==> config.mk <==
export PLATFORM = sky130hd
export DESIGN_NAME = ssnk_cell
export DESIGN_NICKNAME = d
export VERILOG_FILES = /design/src/rtl/ssnk_pkg.sv /design/src/rtl/ssnk_cell.sv
export SDC_FILE = /design/constraint.sdc
export NUM_CORES = 1
export LEC_CHECK = 0
export ABC_CLOCK_PERIOD_IN_PS = 5390
export BUFFER_PORTS_ARGS = -buffer_cell sky130_fd_sc_hd__buf_2
export CORE_ASPECT_RATIO = 0.9
export CORE_MARGIN = 8
export CORE_UTILIZATION = 30
export CTS_CLUSTER_DIAMETER = 50
export DETAILED_ROUTE_END_ITERATION = 12
export SKIP_LAST_GASP = 1
export SYNTH_ARGS = -nofsm -noshare
export SYNTH_HDL_FRONTEND = slang
export SYNTH_SLANG_ARGS = --single-unit
==> constraint.sdc <==
create_clock -name clk -period 5.39 [get_ports clk]
set_input_delay 1.078 -clock clk [delete_from_list [all_inputs] [get_ports clk]]
set_output_delay 1.078 -clock clk [all_outputs]
set_load 0.02 [all_outputs]
==> src/rtl/ssnk_pkg.sv <==
// ----------------------------------------------------------------------------
// ssnk_pkg: shared types and codes of the sorted-set nearest-key block
// Action and outcome codes, state codes, and the structs passed between
// the controller, the cell chain and the reduction tree.
// ----------------------------------------------------------------------------
package ssnk_pkg;

    localparam int KeyWidth = 32;

    typedef logic signed [KeyWidth-1:0] key_t;

    typedef enum logic [1:0] {
        ACT_INSERT = 2'd0,
        ACT_DELETE = 2'd1,
        ACT_QUERY  = 2'd2,
        ACT_NONE   = 2'd3
    } action_t;

    typedef enum logic [3:0] {
        OUT_INSERTED  = 4'd0,
        OUT_DUPLICATE = 4'd1,
        OUT_DELETED   = 4'd2,
        OUT_ABSENT    = 4'd3,
        OUT_EXACT     = 4'd4,
        OUT_LOWER     = 4'd5,
        OUT_UPPER     = 4'd6,
        OUT_TIE       = 4'd7,
        OUT_EMPTY     = 4'd8,
        OUT_FULL      = 4'd9
    } outcome_t;

    typedef enum logic {
        ST_IDLE   = 1'b0,
        ST_SEARCH = 1'b1
    } state_t;

    typedef struct packed {
        logic ins;
        logic del;
        key_t key;
    } cell_cmd_t;

    typedef struct packed {
        logic valid;
        logic lt;
        key_t key;
    } cell_link_t;

    typedef struct packed {
        logic hit;
        logic has_lo;
        logic has_hi;
        key_t lo_key;
        key_t hi_key;
    } leaf_t;

endpackage

==> src/rtl/ssnk_cell.sv <==
// ----------------------------------------------------------------------------
// ssnk_cell: one slot of the sorted key chain
// Holds one key, compares it with the broadcast key, flags itself as
// predecessor or successor, and shifts with its neighbors on insert/delete.
// ----------------------------------------------------------------------------
module ssnk_cell (
    input  logic                   clk,
    input  logic                   rst_n,
    input  ssnk_pkg::cell_cmd_t    cmd,
    input  ssnk_pkg::cell_link_t   left,
    input  ssnk_pkg::cell_link_t   right,
    output ssnk_pkg::cell_link_t   link,
    output ssnk_pkg::leaf_t        leaf
);

    ssnk_pkg::key_t key_reg;
    ssnk_pkg::key_t key_next;
    logic           valid_reg;
    logic           valid_next;
    logic           lt;
    logic           eq;
    logic           is_pos;
    logic           is_pred;

    assign lt      = valid_reg && ($signed(key_reg) < $signed(cmd.key));
    assign eq      = valid_reg && (key_reg == cmd.key);
    assign is_pos  = !lt && left.lt;
    assign is_pred = lt && !right.lt;

    assign link.valid = valid_reg;
    assign link.lt    = lt;
    assign link.key   = key_reg;

    assign leaf.hit    = eq;
    assign leaf.has_lo = is_pred;
    assign leaf.has_hi = valid_reg && is_pos;
    assign leaf.lo_key = is_pred ? key_reg : '0;
    assign leaf.hi_key = (valid_reg && is_pos) ? key_reg : '0;

    always_comb
    begin
        priority if (cmd.ins && !lt)
        begin
            key_next   = is_pos ? cmd.key : left.key;
            valid_next = is_pos || left.valid;
        end
        else if (cmd.del && !lt)
        begin
            key_next   = right.key;
            valid_next = right.valid;
        end
        else
        begin
            key_next   = key_reg;
            valid_next = valid_reg;
        end
    end

    always_ff @(posedge clk)
    begin
        key_reg <= key_next;
    end

    always_ff @(posedge clk or negedge rst_n)
    begin
        if (!rst_n)
        begin
            valid_reg <= 1'b0;
        end
        else
        begin
            valid_reg <= valid_next;
        end
    end

endmodule

==> run metrics, run 1 <==
Cell Pwr Density 562.8 nW/µm²; total core area 11,250 µm²; cell taking the most area after synthesis edfxtp_1; clock root cell clkbuf_16; htree depth 2; wire length per cell 16.85 µm; CTS sink cnt 33; via/cell ratio 4.633; Post-Synthesis Cell Area 3401 µm²; R2R depth 7; clock slew seen by the registers of the worst setup and hold paths 0.05 ns; max cap viols 0; Die Width 128.2 µm; Yosys warning total 0; Port Buffers 204; hold crit path type primary input to asynchronous set/reset pin; drt drc 0; Setup Fix Bufs, Post-CTS 0; top post-synthesis cells by count nand2_1 (40), nor2_1 (37), inv_1 (34), mux2_2 (34); synth top area cells edfxtp_1 (28%), mux2_4 (13%), ha_1 (12%); Final ANT Viol Nets 0; Post-synth EDFFs 32; status completed; worst path arrival time 3.66 ns; min Tclk post-route 4.733 ns; crit end category output port; die area 15,000 µm²; initial antenna violation count 0; TritonCTS clock tree yes; share of layout cells above drive strength 1 0.5362; R2R Path Start key_reg[31]; cts repair resizes 0; flip-flop and latch area 985.9 µm²; hold_ws 0.5683 ns; DRT Wirelength 11,710 µm; multi-input logic area 2147 µm²; Max Fclk 211.3 MHz; Slew Viols, Final 0; RSZ-0062 raised after global routing no; switching share of power 0.5100; Setup-failing EPs final 0; power share of the clock group 0.106; Pint 0.001281 W; Top FF cell, synth edfxtp_1; ant diodes 0; Synth Instances 348; # fillers 1,126; Critical Path RT 4.31 ns; post-synthesis cell type count 39; Slew HR 0.4020; share of the synthesized area in the top cell type 0.2826; Pleak 2.429 nW; count leader, synth nand2_1; Final Hold Fails 0; global route overflow 0; largest net degree at the start of global routing 34; vias in the first global route 3,536; worst skew pair latency 0.28 ns; I/O Pins 205; critical path class primary input to output port; synth-to-layout area growth 36.61%; Syn Nets 484; FP Rows 37; GP Congestion 0.7443; Startpoint Class primary input; Iter 0 DRT Violations 93; CP startpoint cmd[31]; cts hold-fix bufs 0; Initial Utilization 0.3023; share of flip-flops with an asynchronous set or reset 0.03030; first-pass GRT wire length 18,110 µm; combinational share of power 0.657; Seq pwr share 0.237; gr usage total 0.1537; period utilisation layout 0.8782; worst vdd ir 0.1955 mV; drt pass-1 iters 4; max reg flops 32; Critical Path Fanout Max 25; Seq/Total Area, Yosys 0.2899; dpl hpwl 9162 µm; Tightest Pin Transition 0.8956 ns; #FFs+latches synth 33; NetSw 0.001333 W; setup TNS 0 ns; Layout Nets 674; flop-to-flop setup slack 2.00 ns; syn avg cell area 9.772 µm²; Worst setup endpoint leaf[53]; CTS Buffer Depth 2; Die Y 117.0 µm; Num CTS Buffers 5; Worst R2R End key_reg[31]; vias 3,220; Worst Skew 0.007131 ns
[worst min path at each step]
| stage | start | endpoint | depth (start not counted) |
|---|---|---|---|
| global placement | valid_reg | valid_reg | 4 |
| finish | rst_n | valid_reg | 1 |
| floorplan | valid_reg | valid_reg | 4 |
| CTS | rst_n | valid_reg | 1 |
| global route | rst_n | valid_reg | 1 |
| detailed placement | rst_n | valid_reg | 1 |
[through the flow]
stage / worst slack (ns) / instances / cell area (µm²) / util / total power (W)
floorplan: 1.195 / 348 / 3401 / - / 0.001829
global placement: 0.6322 / 687 / 4507 / 0.4006 / 0.002333
detailed placement: 0.5793 / 687 / 4507 / 0.4006 / 0.002365
CTS: 0.5759 / 695 / 4646 / 0.4130 / 0.002656
global route: 0.3910 / 695 / 4646 / 0.4130 / 0.002822
finish: 0.6565 / 695 / 4646 / 0.4130 / 0.002615
[cells in the final DEF, fill, tap and decap left out, drive strengths merged]
master	synthesis	final
nand3	1	1
o211ai	1	1
nand4	6	6
and2	1	1
dfrtp	1	1
nor4	2	2
o21a	3	3
buf	14	208
nor2b	2	2
nand2	40	40
clkinv	0	2
mux2	64	64
a221oi	1	1
nor3	3	3
nor2	37	37
a211o	1	1
clkbuf	11	6
nor3b	32	32
edfxtp	32	32
inv	34	34
a211oi	1	1
a21oi	14	14
o31ai	2	2
and3	1	1
a21boi	1	1
a2bb2oi	1	1
and4	3	3
o2bb2ai	2	2
o21ai	4	4
ha	32	32
a21o	1	1
[final cells by class]
class                   count  area share
clock buffers               6     0.02774
clock inverters             2    0.002155
inverters                  34     0.02747
multi-input cells         256      0.4622
flip-flops and latches     33      0.2122
well taps                 156     0.04201
repair buffers            208      0.2262
[per-layer routing]
layer	GRT usage	wire, µm	up-vias
met5	0	0	-
met4	0.03244	55	0
met3	0.03895	848	2
met2	0.2739	5777	113
met1	0.1830	5031	1503
li1	-	-	1602
[power by group through the flow]
stage | logic (W) | clock network [W] | registers [W]
CTS | 0.00174 | 0.000291 | 0.000621
global placement | 0.00171 | 0 | 0.000618
finish | 0.00172 | 0.000277 | 0.000619
detailed placement | 0.00174 | 0 | 0.000626
floorplan | 0.00109 | 0 | 0.000739
global route | 0.00188 | 0.000303 | 0.000643
[cells by family after synthesis]
group	after synthesis	synth area share
simple gates	128	0.1961
mux	64	0.2450
buf+inv	59	0.08683
flops	33	0.2899
compound gates	32	0.06439
fa+ha+maj	32	0.1177
[critical path, cell delays in order]
cell and delay (ns):
buf_2 0.09, inv_1 0.04, ha_1 0.47, nand4_2 0.20, nor4_1 0.46, o31ai_1 0.14, buf_4 0.18, a21oi_4 0.31
buf_4 0.38, nor3b_1 0.10, buf_2 0.20
(Power assumes the default switching activity.)
==> inputs of run 2 (changes only) <==
--- a/config.mk
+++ b/config.mk
@@ -9,9 +9,10 @@
 export BUFFER_PORTS_ARGS = -buffer_cell sky130_fd_sc_hd__buf_2
 export CORE_ASPECT_RATIO = 0.9
 export CORE_MARGIN = 8
-export CORE_UTILIZATION = 30
+export CORE_UTILIZATION = 48
 export CTS_CLUSTER_DIAMETER = 50
 export DETAILED_ROUTE_END_ITERATION = 12
+export PLACE_DENSITY = 0.88
 export SKIP_LAST_GASP = 1
 export SYNTH_ARGS = -nofsm -noshare
 export SYNTH_HDL_FRONTEND = slang
==> run metrics, run 2 (synthesis gave the netlist of run 1 again) <==
status completed; Setup Fix Bufs, Post-CTS 0; Critical Path RT 4.31 ns; Worst Path Buf+Inv 4; synth-to-layout area growth 32.56%; ant diodes 0; FP Rows 29; critical path class primary input to output port; initial antenna violation count 0; Setup-failing EPs final 0; Port Buffers 204; total core area 6967 µm²; CP Cell Sequence buf_2 > inv_1 > ha_1 > a21oi_1 > o21ai_0 > a221oi_2 > and3_2 > o2bb2ai_2 > buf_4 > nor2_1 > buf_2; max reg flops 32; RSZ-0062 raised after global routing no; commonest non-fill, non-tap cell in the layout buf_2; critical path's slowest cell o2bb2ai_2; vias in the first global route 3,703; worst vdd ir 0.2712 mV; delay-heaviest family, CP compound AO/OA/AOI/OAI gates; Final Hold Fails 0; DRT Wirelength 11,680 µm; worst path arrival time 3.70 ns; CTS Buffer Depth 2; GP Congestion 0.7954; Max Fclk 209.1 MHz; Tightest Pin Transition 1.247 ns; max cap viols 0; commonest cells after routing, fill and taps aside buf_2 (204), nand2_1 (40), nor2_1 (37); Initial Utilization 0.4881; Slew HR 0.1687; period utilisation layout 0.8871; htree depth 2; hold crit path type primary input to asynchronous set/reset pin; dpl hpwl 9200 µm; cts hold-fix bufs 0; crit-path max cell delay 0.51 ns; I/O Pins 205; Worst Skew 0.002321 ns; Post-DP Area 4434 µm²; drt drc 0; first-pass GRT wire length 18,200 µm; clock slew seen by the registers of the worst setup and hold paths 0.06 ns; Slew Viols, Final 0; Num CTS Buffers 5; TritonCTS clock tree yes; worst skew pair latency 0.28 ns; crit end category output port; min Tclk post-route 4.782 ns; global route overflow 0; Layout Nets 675; Pint 0.001221 W; largest net degree at the start of global routing 35; Seq pwr share 0.241; Die Width 104.7 µm; setup TNS 0 ns; Final Cell Area 4508 µm²; Die Y 95.86 µm; switching share of power 0.5211; die area 10,040 µm²; gr usage total 0.2211; cts repair resizes 0; vias 3,435; Startpoint Class primary input; wire length per cell 18.52 µm; via/cell ratio 5.444; CP dominant cell by count buf_2; share of layout cells above drive strength 1 0.5353; drt pass-1 iters 4; Critical Path Fanout Max 23; clock root cell clkbuf_8; fin util 0.6471; Cell Pwr Density 565.4 nW/µm²; CTS sink cnt 33; combinational share of power 0.692; NetSw 0.001328 W; Final ANT Viol Nets 0; Iter 0 DRT Violations 137; Pleak 2.403 nW; power share of the clock group 0.068
-- run 2: path summary, 6_finish.rpt --
kind / slack, ns / to / from / cells after the start
max: 0.61 / leaf[6] / cmd[17] / 11
min: 0.56 / valid_reg / rst_n / 1
max reg2reg: 1.96 / key_reg[14] / key_reg[31] / 9
min reg2reg: 0.90 / valid_reg / valid_reg / 4
max in group asynchronous: 4.74 / valid_reg / rst_n / 1
min in group clk: 0.90 / valid_reg / valid_reg / 4
-- run 2: worst reg2reg max path: cells and delay by family, from the launching register on --
family / cells / cell delay (ns)
AOI/OAI and AO/OA: 3 / 0.71
adders and majority gates: 1 / 0.47
buffers and inverters: 3 / 0.81
DFF: 1 / 0.44
and+or+nand+nor: 2 / 0.65
-- run 2: power by group through the flow --
stage / clock, W / sequential, W / combinational [W]
6_report: 0.000172 / 0.000613 / 0.00176
3_3_place_gp: 0 / 0.000608 / 0.00170
3_5_place_dp: 0 / 0.000612 / 0.00177
5_1_grt: 0.000188 / 0.000629 / 0.00191
4_1_cts: 0.000179 / 0.000608 / 0.00177
2_1_floorplan: 0 / 0.000739 / 0.00109
-- run 2: cell type report --
class | instances | area [µm²]
fillers | 582 | 2459
repair buffers | 209 | 1071
flip-flops and latches | 33 | 985.9
well taps | 93 | 116.4
clock buffers | 5 | 68.82
multi-input cells | 256 | 2133
clock inverters | 1 | 5.005
inverters | 34 | 127.6
-- run 2: through the flow --
stage               cells  total power, W  hold slack (ns)  setup WS [ns]
floorplan             348        0.001829           0.7189          1.195
finish                631        0.002549           0.5609         0.6083
global route          631        0.002724           0.5473         0.4117
global placement      625        0.002305           0.8326         0.7796
detailed placement    625        0.002378           0.8561         0.6393
CTS                   631        0.002558           0.5499         0.6326
-- run 2: routing by layer --
metal | part of all wire | track usage
met1 | 0.38 | 0.2373
met2 | 0.51 | 0.4083
met3 | 0.076 | 0.05689
met4 | 0.029 | 0.09727
met5 | 0 | 0
==> inputs of run 3 (changes only) <==
--- a/config.mk
+++ b/config.mk
@@ -7,10 +7,9 @@
 export LEC_CHECK = 0
 export ABC_CLOCK_PERIOD_IN_PS = 5390
 export BUFFER_PORTS_ARGS = -buffer_cell sky130_fd_sc_hd__buf_2
-export CORE_ASPECT_RATIO = 0.9
+export CORE_ASPECT_RATIO = 1.4
 export CORE_MARGIN = 8
 export CORE_UTILIZATION = 48
-export CTS_CLUSTER_DIAMETER = 50
 export DETAILED_ROUTE_END_ITERATION = 12
 export PLACE_DENSITY = 0.88
 export SKIP_LAST_GASP = 1
==> run metrics, run 3 (synthesis gave the netlist of run 1 again) <==
min Tclk post-route 4.811 ns; commonest cells after routing, fill and taps aside buf_2 (204), nand2_1 (40), nor2_1 (37); cts repair resizes 0; TritonCTS clock tree yes; worst slack, placed 0.5558 ns; Final Hold Fails 0; I/O Pins 205; Setup-failing EPs final 0; die area 10,070 µm²; share of layout cells above drive strength 1 0.5352; via/cell ratio 5.312; critical path class primary input to output port; cts hold-fix bufs 0; max cap viols 0; worst vdd ir 0.3182 mV; vias in the first global route 3,852; DRT Wirelength 11,870 µm; crit-path max cell delay 0.46 ns; status completed; first-pass GRT wire length 18,200 µm; Final ANT Viol Nets 0; wire length per cell 18.69 µm; Max Fclk 207.9 MHz; hold crit path type primary input to asynchronous set/reset pin; largest net degree at the start of global routing 34; Slew HR 0.4021; Startpoint Class primary input; Slew Viols, Final 0; CTS Buffer Depth 2; global route overflow 0; dpl hpwl 9379 µm; Tightest Pin Transition 0.8955 ns; Die Y 115.6 µm; htree depth 2; CP Cell Sequence buf_2 > inv_1 > ha_1 > nand4_2 > nor4_1 > o31ai_1 > buf_4 > a21oi_4 > buf_4 > nor3b_1 > buf_2; Die Width 87.14 µm; Critical Path RT 4.31 ns; initial antenna violation count 0; Worst Skew 0.01131 ns; critical path's slowest cell ha_1; vias 3,373; clock slew seen by the registers of the worst setup and hold paths 0.07 ns; GP Congestion 0.7958; synth-to-layout area growth 32.89%; Cell Pwr Density 562.5 nW/µm²; fin util 0.6515; Setup Fix Bufs, Post-CTS 0; drt pass-1 iters 4; ant diodes 0; period utilisation layout 0.8925; R2R depth 9; Port Buffers 204; commonest non-fill, non-tap cell in the layout buf_2; Num CTS Buffers 5; Pleak 2.408 nW; Critical Path Fanout Max 19; CP Depth 11; delay-heaviest family, CP buffers and inverters; CTS sink cnt 33; Worst Path Buf+Inv 5; worst path arrival time 3.73 ns; gr usage total 0.2322; RSZ-0062 raised after global routing no; clock root cell clkbuf_8; PnR worst setup slack 0.5792 ns; Layout Nets 675; crit end category output port; worst skew pair latency 0.30 ns; Iter 0 DRT Violations 158; setup TNS 0 ns; drt drc 0; Pwr Total 0.002542 W; Initial Utilization 0.4903; FP Rows 36; total core area 6937 µm²; max reg flops 32
## run 3: cell types whose count changed in the layout (fill, tap and decap cells not counted), sizes merged
cell    before  now
clkbuf       5    6
clkinv       1    2
## run 3: power breakdown
group | leakage, nW | total (W) | switching (W) | internal [W]
Clock | 0.0450 | 0.000192 | 0.000102 | 0.0000897
Sequential | 0.322 | 0.000614 | 0.000136 | 0.000478
Combinational | 2.04 | 0.00174 | 0.00110 | 0.000638
Total | 2.41 | 0.00254 | 0.00134 | 0.00121
## run 3: worst paths after layout
path | startpoint | end | slack (ns)
worst max-delay path | cmd[31] | leaf[61] | 0.58
worst min-delay path | rst_n | valid_reg | 0.55
worst max register to register | key_reg[31] | key_reg[16] | 1.77
worst min register to register | valid_reg | valid_reg | 0.92
max in group asynchronous | rst_n | valid_reg | 4.76
min in group clk | valid_reg | valid_reg | 0.92
## run 3: cell type report
class                   count  area (µm²)
clock buffers               6       72.57
repair buffers            209        1059
inverters                  34       127.6
flip-flops and latches     33       985.9
well taps                  95       118.9
fillers                   592        2417
multi-input cells         256        2146
clock inverters             2       10.01
## run 3: stage by stage
stage	instance area [µm²]	hold WS [ns]	cells
floorplan	3401	0.7189	348
global placement	4437	0.8526	627
detailed placement	4437	0.8547	627
CTS	4519	0.5361	635
global route	4519	0.5332	635
finish	4519	0.5504	635
## run 3: metal layers
layer / share of wire / global-route usage
met2: 0.55 / 0.4466
met4: 0.025 / 0.1129
met1: 0.35 / 0.2171
met3: 0.078 / 0.06388
met5: 0 / 0
